`config.mk`:
```
export PLATFORM = sky130hd
export DESIGN_NAME = utf8_to_ucs4_decoder
export DESIGN_NICKNAME = d
export VERILOG_FILES = /design/src/hw/rtl/utf8d_pkg.sv /design/src/hw/rtl/utf8d_step.sv /design/src/hw/rtl/utf8_to_ucs4_decoder.sv
export VERILOG_INCLUDE_DIRS = /design/src /design/src/hw/rtl
export SDC_FILE = /design/constraint.sdc
export NUM_CORES = 1
export LEC_CHECK = 0
export BUFFER_PORTS_ARGS = -buffer_cell sky130_fd_sc_hd__buf_2
export CORE_ASPECT_RATIO = 0.8
export CORE_MARGIN = 2
export CORE_UTILIZATION = 52
export DETAILED_ROUTE_END_ITERATION = 16
export PLACE_DENSITY_LB_ADDON = 0.15
export REMOVE_ABC_BUFFERS = 1
export SYNTH_ARGS = -nofsm -noshare
export SYNTH_HDL_FRONTEND = slang
export SYNTH_HIERARCHICAL = 1
export SYNTH_SLANG_ARGS = --single-unit
```
`constraint.sdc`:
```
create_clock -name i_clk -period 3.6 [get_ports i_clk]
set_input_delay 0.18 -clock i_clk [delete_from_list [all_inputs] [get_ports i_clk]]
set_output_delay 0.18 -clock i_clk [all_outputs]
set_load 0.05 [all_outputs]
```
`src/hw/rtl/utf8_to_ucs4_decoder_assert.svh`:
```
// Assertion macros used by the decoder top-level RTL file.
`ifndef UTF8_TO_UCS4_DECODER_ASSERT_SVH
`define UTF8_TO_UCS4_DECODER_ASSERT_SVH

`ifndef SYNTHESIS

// Clocked assertion that is switched off while the synchronous reset is held.
`define U2U_ASSERT(label, clk, rst_n, prop) \
    label: assert property (@(posedge clk) disable iff (!(rst_n)) (prop)) \
        else $error("utf8_to_ucs4_decoder: assertion failed");

// Clocked assertion that is also checked during reset.
`define U2U_ASSERT_ALWAYS(label, clk, prop) \
    label: assert property (@(posedge clk) (prop)) \
        else $error("utf8_to_ucs4_decoder: assertion failed");

`else

`define U2U_ASSERT(label, clk, rst_n, prop)
`define U2U_ASSERT_ALWAYS(label, clk, prop)

`endif

`endif

```
`src/hw/rtl/utf8d_pkg.sv`:
```
// Types and constants of the UTF-8 to UCS-4 decoder.
`timescale 1ns / 1ps

package utf8d_pkg;

    localparam int unsigned CP_W      = 31;
    localparam int unsigned PEND_W    = 3;
    localparam int unsigned BYTE_W    = 8;
    localparam int unsigned CONT_BITS = 6;

    // Result status codes.
    typedef enum logic [1:0] {
        ST_OK      = 2'd0,
        ST_INVALID = 2'd1,
        ST_TRUNC   = 2'd2
    } t_status;

    // Decoder state carried from one byte to the next.
    typedef struct packed {
        logic [PEND_W-1:0] bytes_pending;
        logic [CP_W-1:0]   partial_value;
    } t_dec_state;

    // What one byte produces.
    typedef struct packed {
        logic            emit;
        logic [CP_W-1:0] code_point;
        t_status         status;
    } t_step_result;

endpackage

```
`src/hw/rtl/utf8d_step.sv`:
```
// Combinational decode of one byte against the current decoder state.
`timescale 1ns / 1ps

module utf8d_step (
    input  utf8d_pkg::t_dec_state             i_state,
    input  logic [utf8d_pkg::BYTE_W-1:0]      i_byte,
    output utf8d_pkg::t_dec_state             o_state,
    output utf8d_pkg::t_step_result           o_result
);

    logic [utf8d_pkg::CP_W-1:0] w_shifted;

    // Continuation bytes contribute their low six bits; the top two are ignored.
    assign w_shifted = {i_state.partial_value[utf8d_pkg::CP_W-utf8d_pkg::CONT_BITS-1:0],
                        i_byte[utf8d_pkg::CONT_BITS-1:0]};

    always_comb begin
        o_state             = i_state;
        o_result.emit       = 1'b0;
        o_result.code_point = '0;
        o_result.status     = utf8d_pkg::ST_OK;

        if (i_state.bytes_pending != '0) begin
            if (i_byte == '0) begin
                o_state             = '0;
                o_result.emit       = 1'b1;
                o_result.status     = utf8d_pkg::ST_TRUNC;
            end else if (i_state.bytes_pending == utf8d_pkg::PEND_W'(1)) begin
                o_state             = '0;
                o_result.emit       = 1'b1;
                o_result.code_point = w_shifted;
            end else begin
                o_state.bytes_pending = i_state.bytes_pending - utf8d_pkg::PEND_W'(1);
                o_state.partial_value = w_shifted;
            end
        end else begin
            case (i_byte) inside
                [8'h00:8'h7F]: begin
                    o_result.emit       = 1'b1;
                    o_result.code_point = utf8d_pkg::CP_W'(i_byte);
                end
                [8'hC0:8'hDF]: begin
                    o_state.bytes_pending = utf8d_pkg::PEND_W'(1);
                    o_state.partial_value = utf8d_pkg::CP_W'(i_byte[4:0]);
                end
                [8'hE0:8'hEF]: begin
                    o_state.bytes_pending = utf8d_pkg::PEND_W'(2);
                    o_state.partial_value = utf8d_pkg::CP_W'(i_byte[3:0]);
                end
                [8'hF0:8'hF7]: begin
                    o_state.bytes_pending = utf8d_pkg::PEND_W'(3);
                    o_state.partial_value = utf8d_pkg::CP_W'(i_byte[2:0]);
                end
                [8'hF8:8'hFB]: begin
                    o_state.bytes_pending = utf8d_pkg::PEND_W'(4);
                    o_state.partial_value = utf8d_pkg::CP_W'(i_byte[1:0]);
                end
                [8'hFC:8'hFD]: begin
                    o_state.bytes_pending = utf8d_pkg::PEND_W'(5);
                    o_state.partial_value = utf8d_pkg::CP_W'(i_byte[0]);
                end
                default: begin
                    // Stray continuation byte or a lead of 0xFE / 0xFF.
                    o_result.emit   = 1'b1;
                    o_result.status = utf8d_pkg::ST_INVALID;
                end
            endcase
        end
    end

endmodule

```
`src/hw/rtl/utf8_to_ucs4_decoder.sv`:
```
// Top level of the streaming legacy UTF-8 to UCS-4 decoder.
`timescale 1ns / 1ps
`include "utf8_to_ucs4_decoder_assert.svh"

// This block decodes a UTF-8 byte stream, including the legacy five and six
// byte forms, into 31-bit UCS-4 code points. It takes one byte per input
// transaction and gives one output transaction for every byte that completes
// a sequence, ends the text (a zero lead byte gives code point 0 with status
// ok) or is found in error; lead bytes and middle continuation bytes give no
// output. Status 1 flags a stray continuation byte or a 0xFE / 0xFF lead,
// status 2 a sequence cut short by a zero byte; both carry code point 0 and
// return the decoder to idle. The high two bits of continuation bytes are
// not checked. The block takes one byte per clock while the output is not
// stalled: a byte sits in the input register while the combinational decode
// step updates the sequence state; any result lands in the output register
// and leaves it in a cycle in which the output is not stalled. The output
// register decouples the two sides: while a result waits, one more byte can
// be taken into the input register, and the input stalls only when a byte is
// waiting there and the output register is full and stalled.

module utf8_to_ucs4_decoder (
    input  logic                           i_clk,
    input  logic                           i_rst_n,
    input  logic                           i_in_valid,
    output logic                           o_in_stall,
    input  logic [utf8d_pkg::BYTE_W-1:0]   i_in_byte,
    output logic                           o_out_valid,
    input  logic                           i_out_stall,
    output logic [utf8d_pkg::CP_W-1:0]     o_code_point,
    output logic [1:0]                     o_status
);

    // Input register.
    logic                           r_in_valid;
    logic [utf8d_pkg::BYTE_W-1:0]   r_in_byte;

    // Sequence state between bytes.
    utf8d_pkg::t_dec_state          r_state;
    utf8d_pkg::t_dec_state          n_state;

    // Output register.
    logic                           r_out_valid;
    logic [utf8d_pkg::CP_W-1:0]     r_out_code_point;
    utf8d_pkg::t_status             r_out_status;

    utf8d_pkg::t_step_result        w_step;
    logic                           w_out_free;
    logic                           w_advance;
    logic                           w_in_accept;

    // The output register can take a new result when it is empty or its
    // current result leaves in this cycle.
    assign w_out_free  = !r_out_valid || !i_out_stall;
    assign w_advance   = r_in_valid && w_out_free;
    assign o_in_stall  = r_in_valid && !w_advance;
    assign w_in_accept = i_in_valid && !o_in_stall;

    utf8d_step u_step (
        .i_state  (r_state),
        .i_byte   (r_in_byte),
        .o_state  (n_state),
        .o_result (w_step)
    );

    always_ff @(posedge i_clk) begin
        if (!i_rst_n) begin
            r_in_valid  <= 1'b0;
            r_state     <= '0;
            r_out_valid <= 1'b0;
        end else begin
            if (w_in_accept) begin
                r_in_valid <= 1'b1;
            end else if (w_advance) begin
                r_in_valid <= 1'b0;
            end

            if (w_advance) begin
                r_state <= n_state;
            end

            if (w_advance && w_step.emit) begin
                r_out_valid <= 1'b1;
            end else if (w_out_free) begin
                r_out_valid <= 1'b0;
            end
        end
    end

    // Payload registers load without reset.
    always_ff @(posedge i_clk) begin
        if (w_in_accept) begin
            r_in_byte <= i_in_byte;
        end
        if (w_advance && w_step.emit) begin
            r_out_code_point <= w_step.code_point;
            r_out_status     <= w_step.status;
        end
    end

    assign o_out_valid  = r_out_valid;
    assign o_code_point = r_out_code_point;
    assign o_status     = 2'(r_out_status);

    // The pending count never goes beyond the six-byte form.
    `U2U_ASSERT(a_pending_range, i_clk, i_rst_n,
        r_state.bytes_pending <= utf8d_pkg::PEND_W'(5))

    // Error results always carry code point zero.
    `U2U_ASSERT(a_error_zero_cp, i_clk, i_rst_n,
        (r_out_valid && r_out_status != utf8d_pkg::ST_OK) |-> (r_out_code_point == '0))

    // A byte that cannot move on stays in the input register unchanged.
    `U2U_ASSERT(a_in_hold, i_clk, i_rst_n,
        (r_in_valid && !w_advance) |=> (r_in_valid && $stable(r_in_byte)))

    // A truncation is only reported from inside a sequence.
    `U2U_ASSERT(a_trunc_in_seq, i_clk, i_rst_n,
        (w_advance && w_step.emit && w_step.status == utf8d_pkg::ST_TRUNC)
            |-> (r_state.bytes_pending != '0))

    // Reset leaves both registers empty on the next cycle.
    `U2U_ASSERT_ALWAYS(a_reset_empty, i_clk,
        !i_rst_n |=> (!r_in_valid && !r_out_valid))

endmodule
```
## Word level (Yosys, flattened, before mapping)

Cells that the tools add are included.

| operators by class | value |
|---|---|
| add/sub/neg operators | 1 |
| order comparisons | 12 |
| equal/unequal tests | 2 |
| muxes and demuxes | 31 |
| reductions and logical operators | 21 |

Operators with widths:

| cell | count |
|---|---|
| $mux 34 | 10 |
| $ge 8x8->1 const B | 5 |
| $le 8x8->1 const B | 5 |
| $mux 32 | 1 |
| $mux 31 | 1 |
| $mux 1 | 12 |
| $mux 2 | 6 |
| $logic_and 1x1->1 | 10 |
| $ge 8x1->1 const B | 1 |
| $le 8x7->1 const B | 1 |
| $logic_not 8->1 | 1 |
| $mux 8 | 1 |
| $reduce_bool 6->1 | 1 |
| $logic_not 1->1 | 4 |
| $reduce_bool 2->1 | 2 |
| $eq 3x1->1 const B | 1 |
| $reduce_and 3->1 | 1 |
| $reduce_bool 3->1 | 1 |
| $sub 3x1->3 const B | 1 |
| $ne 2x1->1 const B | 1 |
| $logic_or 1x1->1 | 1 |

| word-level totals | value |
|---|---|
| bits in registers | 71 |
| input port bits | 12 |
| logic and storage cells | 74 |

## Logic depth before layout (Yosys ltp)

| logic depth | value |
|---|---|
| depth after elaboration | 11 |
| mapped depth | 9 |
| depth with buffers taken out | 8 |

## Modules after synthesis

Netlist, hierarchy kept.

By module, submodules not included:

| module | times used | cells an instance | area an instance (um^2) | seq. area each (um^2) |
|---|---|---|---|---|
| utf8_to_ucs4_decoder | 1 | 199 | 2708.8 | 1951.9 |
| utf8d_step | 1 | 137 | 919.6 | 0.0 |

## Least setup slack after synthesis

Ideal clock, no wire load.

| timing | value |
|---|---|
| path kind | register -> register |
| from | register r_state[31] in the netlist's numbering |
| to | register r_out_code_point (netlist bit o_code_point[0]), enable pin |
| library setup time | 434 ps |
| arrival time | 3013 ps |
| slack | 152 ps |
| cell stages (with the launch flop) | 8 |
| buffers on the path | 0 |
| clock period less this slack | 3448 ps |
| cell sequence | dfxtp_1 inv_1 ha_1 nor2b_1 a221oi_2 a31oi_1 nand2_1 a21oi_1 |

RTL lines:

| element | RTL line | RTL |
|---|---|---|
| start, declared | utf8_to_ucs4_decoder.sv:38 | `utf8d_pkg::t_dec_state r_state;` |
| start signal, assigned | utf8_to_ucs4_decoder.sv:78 | `r_state <= n_state;` |
| end signal, assigned | utf8_to_ucs4_decoder.sv:95 | `r_out_code_point <= w_step.code_point;` |
| end, declared | utf8_to_ucs4_decoder.sv:43 | `logic [utf8d_pkg::CP_W-1:0] r_out_code_point;` |

==> flow_metrics.env <==
export IMPL_ir_drop_uv=258.3
export IMPL_crit_path_start_kind="flip-flop"
export IMPL_chipHeight_um=75.80
export IMPL_cts_reportedPaths_clkPinSlew_ps=70
export IMPL_drc=0
export IMPL_crit_path_end_kind="flip-flop"
export IMPL_fin_nets=365
export IMPL_reg2reg_slack_ps=1040
export IMPL_drive_gt1_share_pct=20.85
export IMPL_wl_um=6267
export IMPL_drt_initial_drc_count=144
export IMPL_maxSlewViolCount=0
export IMPL_fin_ws_ps=1038
export IMPL_syn_area_um2=3351
export IMPL_critPathLaunch="r_state[31]$_SDFFE_PN0P_"
export IMPL_root_buffer="clkbuf_8"
export IMPL_seq_area_um2=1832
export IMPL_syn2layout_area_growth_pct=14.75
export IMPL_drt_pass1_iterations=5
export IMPL_cts_buffers_inserted=9
export IMPL_num_vias=2337
export IMPL_clock_latency_ps=340
export IMPL_cts_buffer_depth=2
export IMPL_grt_pass1_wl_um=10150
export IMPL_total_power_w=0.001804
export IMPL_place_gp_congestion=0.8793
export IMPL_hold_path_class="input pin to flip-flop"
export IMPL_overflow=0
export IMPL_grt_start_max_net_pins=59
export IMPL_diodes=0
export IMPL_fin_crit_sh_pct=71.17
export IMPL_cts_setup_buffers=0
export IMPL_multiInputGateArea_um2=1350
export IMPL_tightest_slew_ps=959.3
export IMPL_status="finished clean"
export IMPL_rsz0062_at_grt="no"
export IMPL_endpoint="o_code_point[0]$_DFFE_PP_"
export IMPL_pre_cts_ws_ps=1024
export IMPL_grt_usage_pct=18.79
export IMPL_die_width_um=93.75
export IMPL_coreArea_um2=6311
export IMPL_cts_max_level=3
export IMPL_worstPathMaxFanout=33
export IMPL_tns_ps=0
export IMPL_place_area_um2=3577
export IMPL_rr_worst_depth=8
export IMPL_num_fill_cells=534
export IMPL_fin_skew_ps=10.29
export IMPL_hpwl_um=4032
export IMPL_antenna_found_initial=0
export IMPL_initial_utilization_pct=53.09
export IMPL_io_buffers=46
export IMPL_post_drt_wl_per_cell_um=14.28
export IMPL_antenna_left=0
export IMPL_r2r_start="r_state[31]$_SDFFE_PN0P_"
export IMPL_io_pins=47
export IMPL_r2r_end="o_code_point[0]$_DFFE_PP_"
export IMPL_setup_violations=0
export IMPL_max_freq_mhz=390.3
export IMPL_final_area_um2=3845
export IMPL_yosys_warnings=6
export IMPL_leakagePower_nw=1.463
export IMPL_arrival_ps=2560
export IMPL_avgSynthCellArea_um2=10.95
export IMPL_hold_viol=0
export IMPL_crit_type="flip-flop to flip-flop"
export IMPL_tritoncts="done"
export IMPL_cts_resized=0
export IMPL_design_die_area_um2=7106
export IMPL_clock_sinks=71
export IMPL_via_per_inst=5.323
export IMPL_required_ps=3600
export IMPL_first_global_vias=2200
export IMPL_synthesis_instances=306
export IMPL_drv_cap=0
export IMPL_powerDensity_nw_per_um2=469.2
export IMPL_maxSlewHeadroom_pct=36.05
export IMPL_period_needed_ps=2562
export IMPL_num_rows=26
## report_power, final
part | total [W] | leakage, nW | switching [W] | internal, W
logic | 0.000264 | 0.727 | 0.000192 | 0.0000723
registers | 0.000918 | 0.636 | 0.0000242 | 0.000894
clock network | 0.000622 | 0.0997 | 0.000287 | 0.000335
total | 0.00180 | 1.46 | 0.000503 | 0.00130
## final cells by class
class	count	area share (%)
Clock inverter	6	1.562
Clock buffer	10	3.580
Multi-Input combinational cell	204	35.11
Timing Repair Buffer	58	8.786
Inverter	6	0.5857
Sequential cell	71	47.64
Tap cell	84	2.733
## worst min-delay path by stage
stage | from | cells after the start | endpoint | slack [ps]
finish | i_in_byte[1] | 1 | r_in_byte[1]$_DFFE_PP_ | 30
global route | i_in_byte[1] | 1 | r_in_byte[1]$_DFFE_PP_ | 20
CTS | i_in_byte[1] | 1 | r_in_byte[1]$_DFFE_PP_ | 10
detailed placement | i_in_byte[4] | 1 | r_in_byte[4]$_DFFE_PP_ | 360
global placement | i_in_byte[3] | 1 | r_in_byte[3]$_DFFE_PP_ | 360
floorplan | i_in_byte[0] | 0 | r_in_byte[0]$_DFFE_PP_ | 280
## metal layers
layer  up-vias  part of all wire, %  global-route usage, %
li1       1154                    -                      -
met1      1105                   47                  24.33
met2        68                   45                  29.37
met3        10                  6.2                  5.935
met4         0                  1.7                  8.535
met5         -                    0                      0
## placed cells by master (no fill, tap or decap), types with 3 or more instances in the layout
master / n
a21oi_1: 5
edfxtp_1: 41
buf_2: 46
o21ai_0: 7
dlygate4sd3_1: 7
and2_1: 25
inv_1: 6
dfxtp_1: 30
mux2i_1: 29
clkbuf_8: 10
ha_1: 3
nand3_1: 3
buf_4: 5
a22o_1: 22
nor2_1: 8
nor2b_1: 6
nand2_1: 71
and3_1: 3
## worst max-delay path, stage by stage (launching register included)
cell and delay, ps:
dfxtp_1 340, inv_1 120, ha_1 290, nor2b_1 410, a221oi_2 70, a31oi_1 290
nand2_1 160, a21oi_4 120, buf_4 370
## sequential cells by signal, indices dropped and copies added (netlist names)
register,flops
r_in_valid,1
o_status,2
o_code_point,31
r_state,28
o_out_valid,1
r_in_byte,8
## metrics by stage
| step | cells | util [%] | hold WS [ps] |
|---|---|---|---|
| CTS | 439 | 60.92 | 9.899 |
| global placement | 416 | 56.68 | 357.2 |
| global route | 439 | 60.92 | 17.24 |
| floorplan | 281 | - | 278.9 |
| detailed placement | 416 | 56.68 | 359.2 |
| finish | 439 | 60.92 | 30.88 |
## timing repair
action,4_1_cts,5_1_grt
hold buffers,7,0
hold endpoints to repair,7,0
endpoints found under the setup margin,0,0
Note: power is estimated with default switching activity, not from simulation.
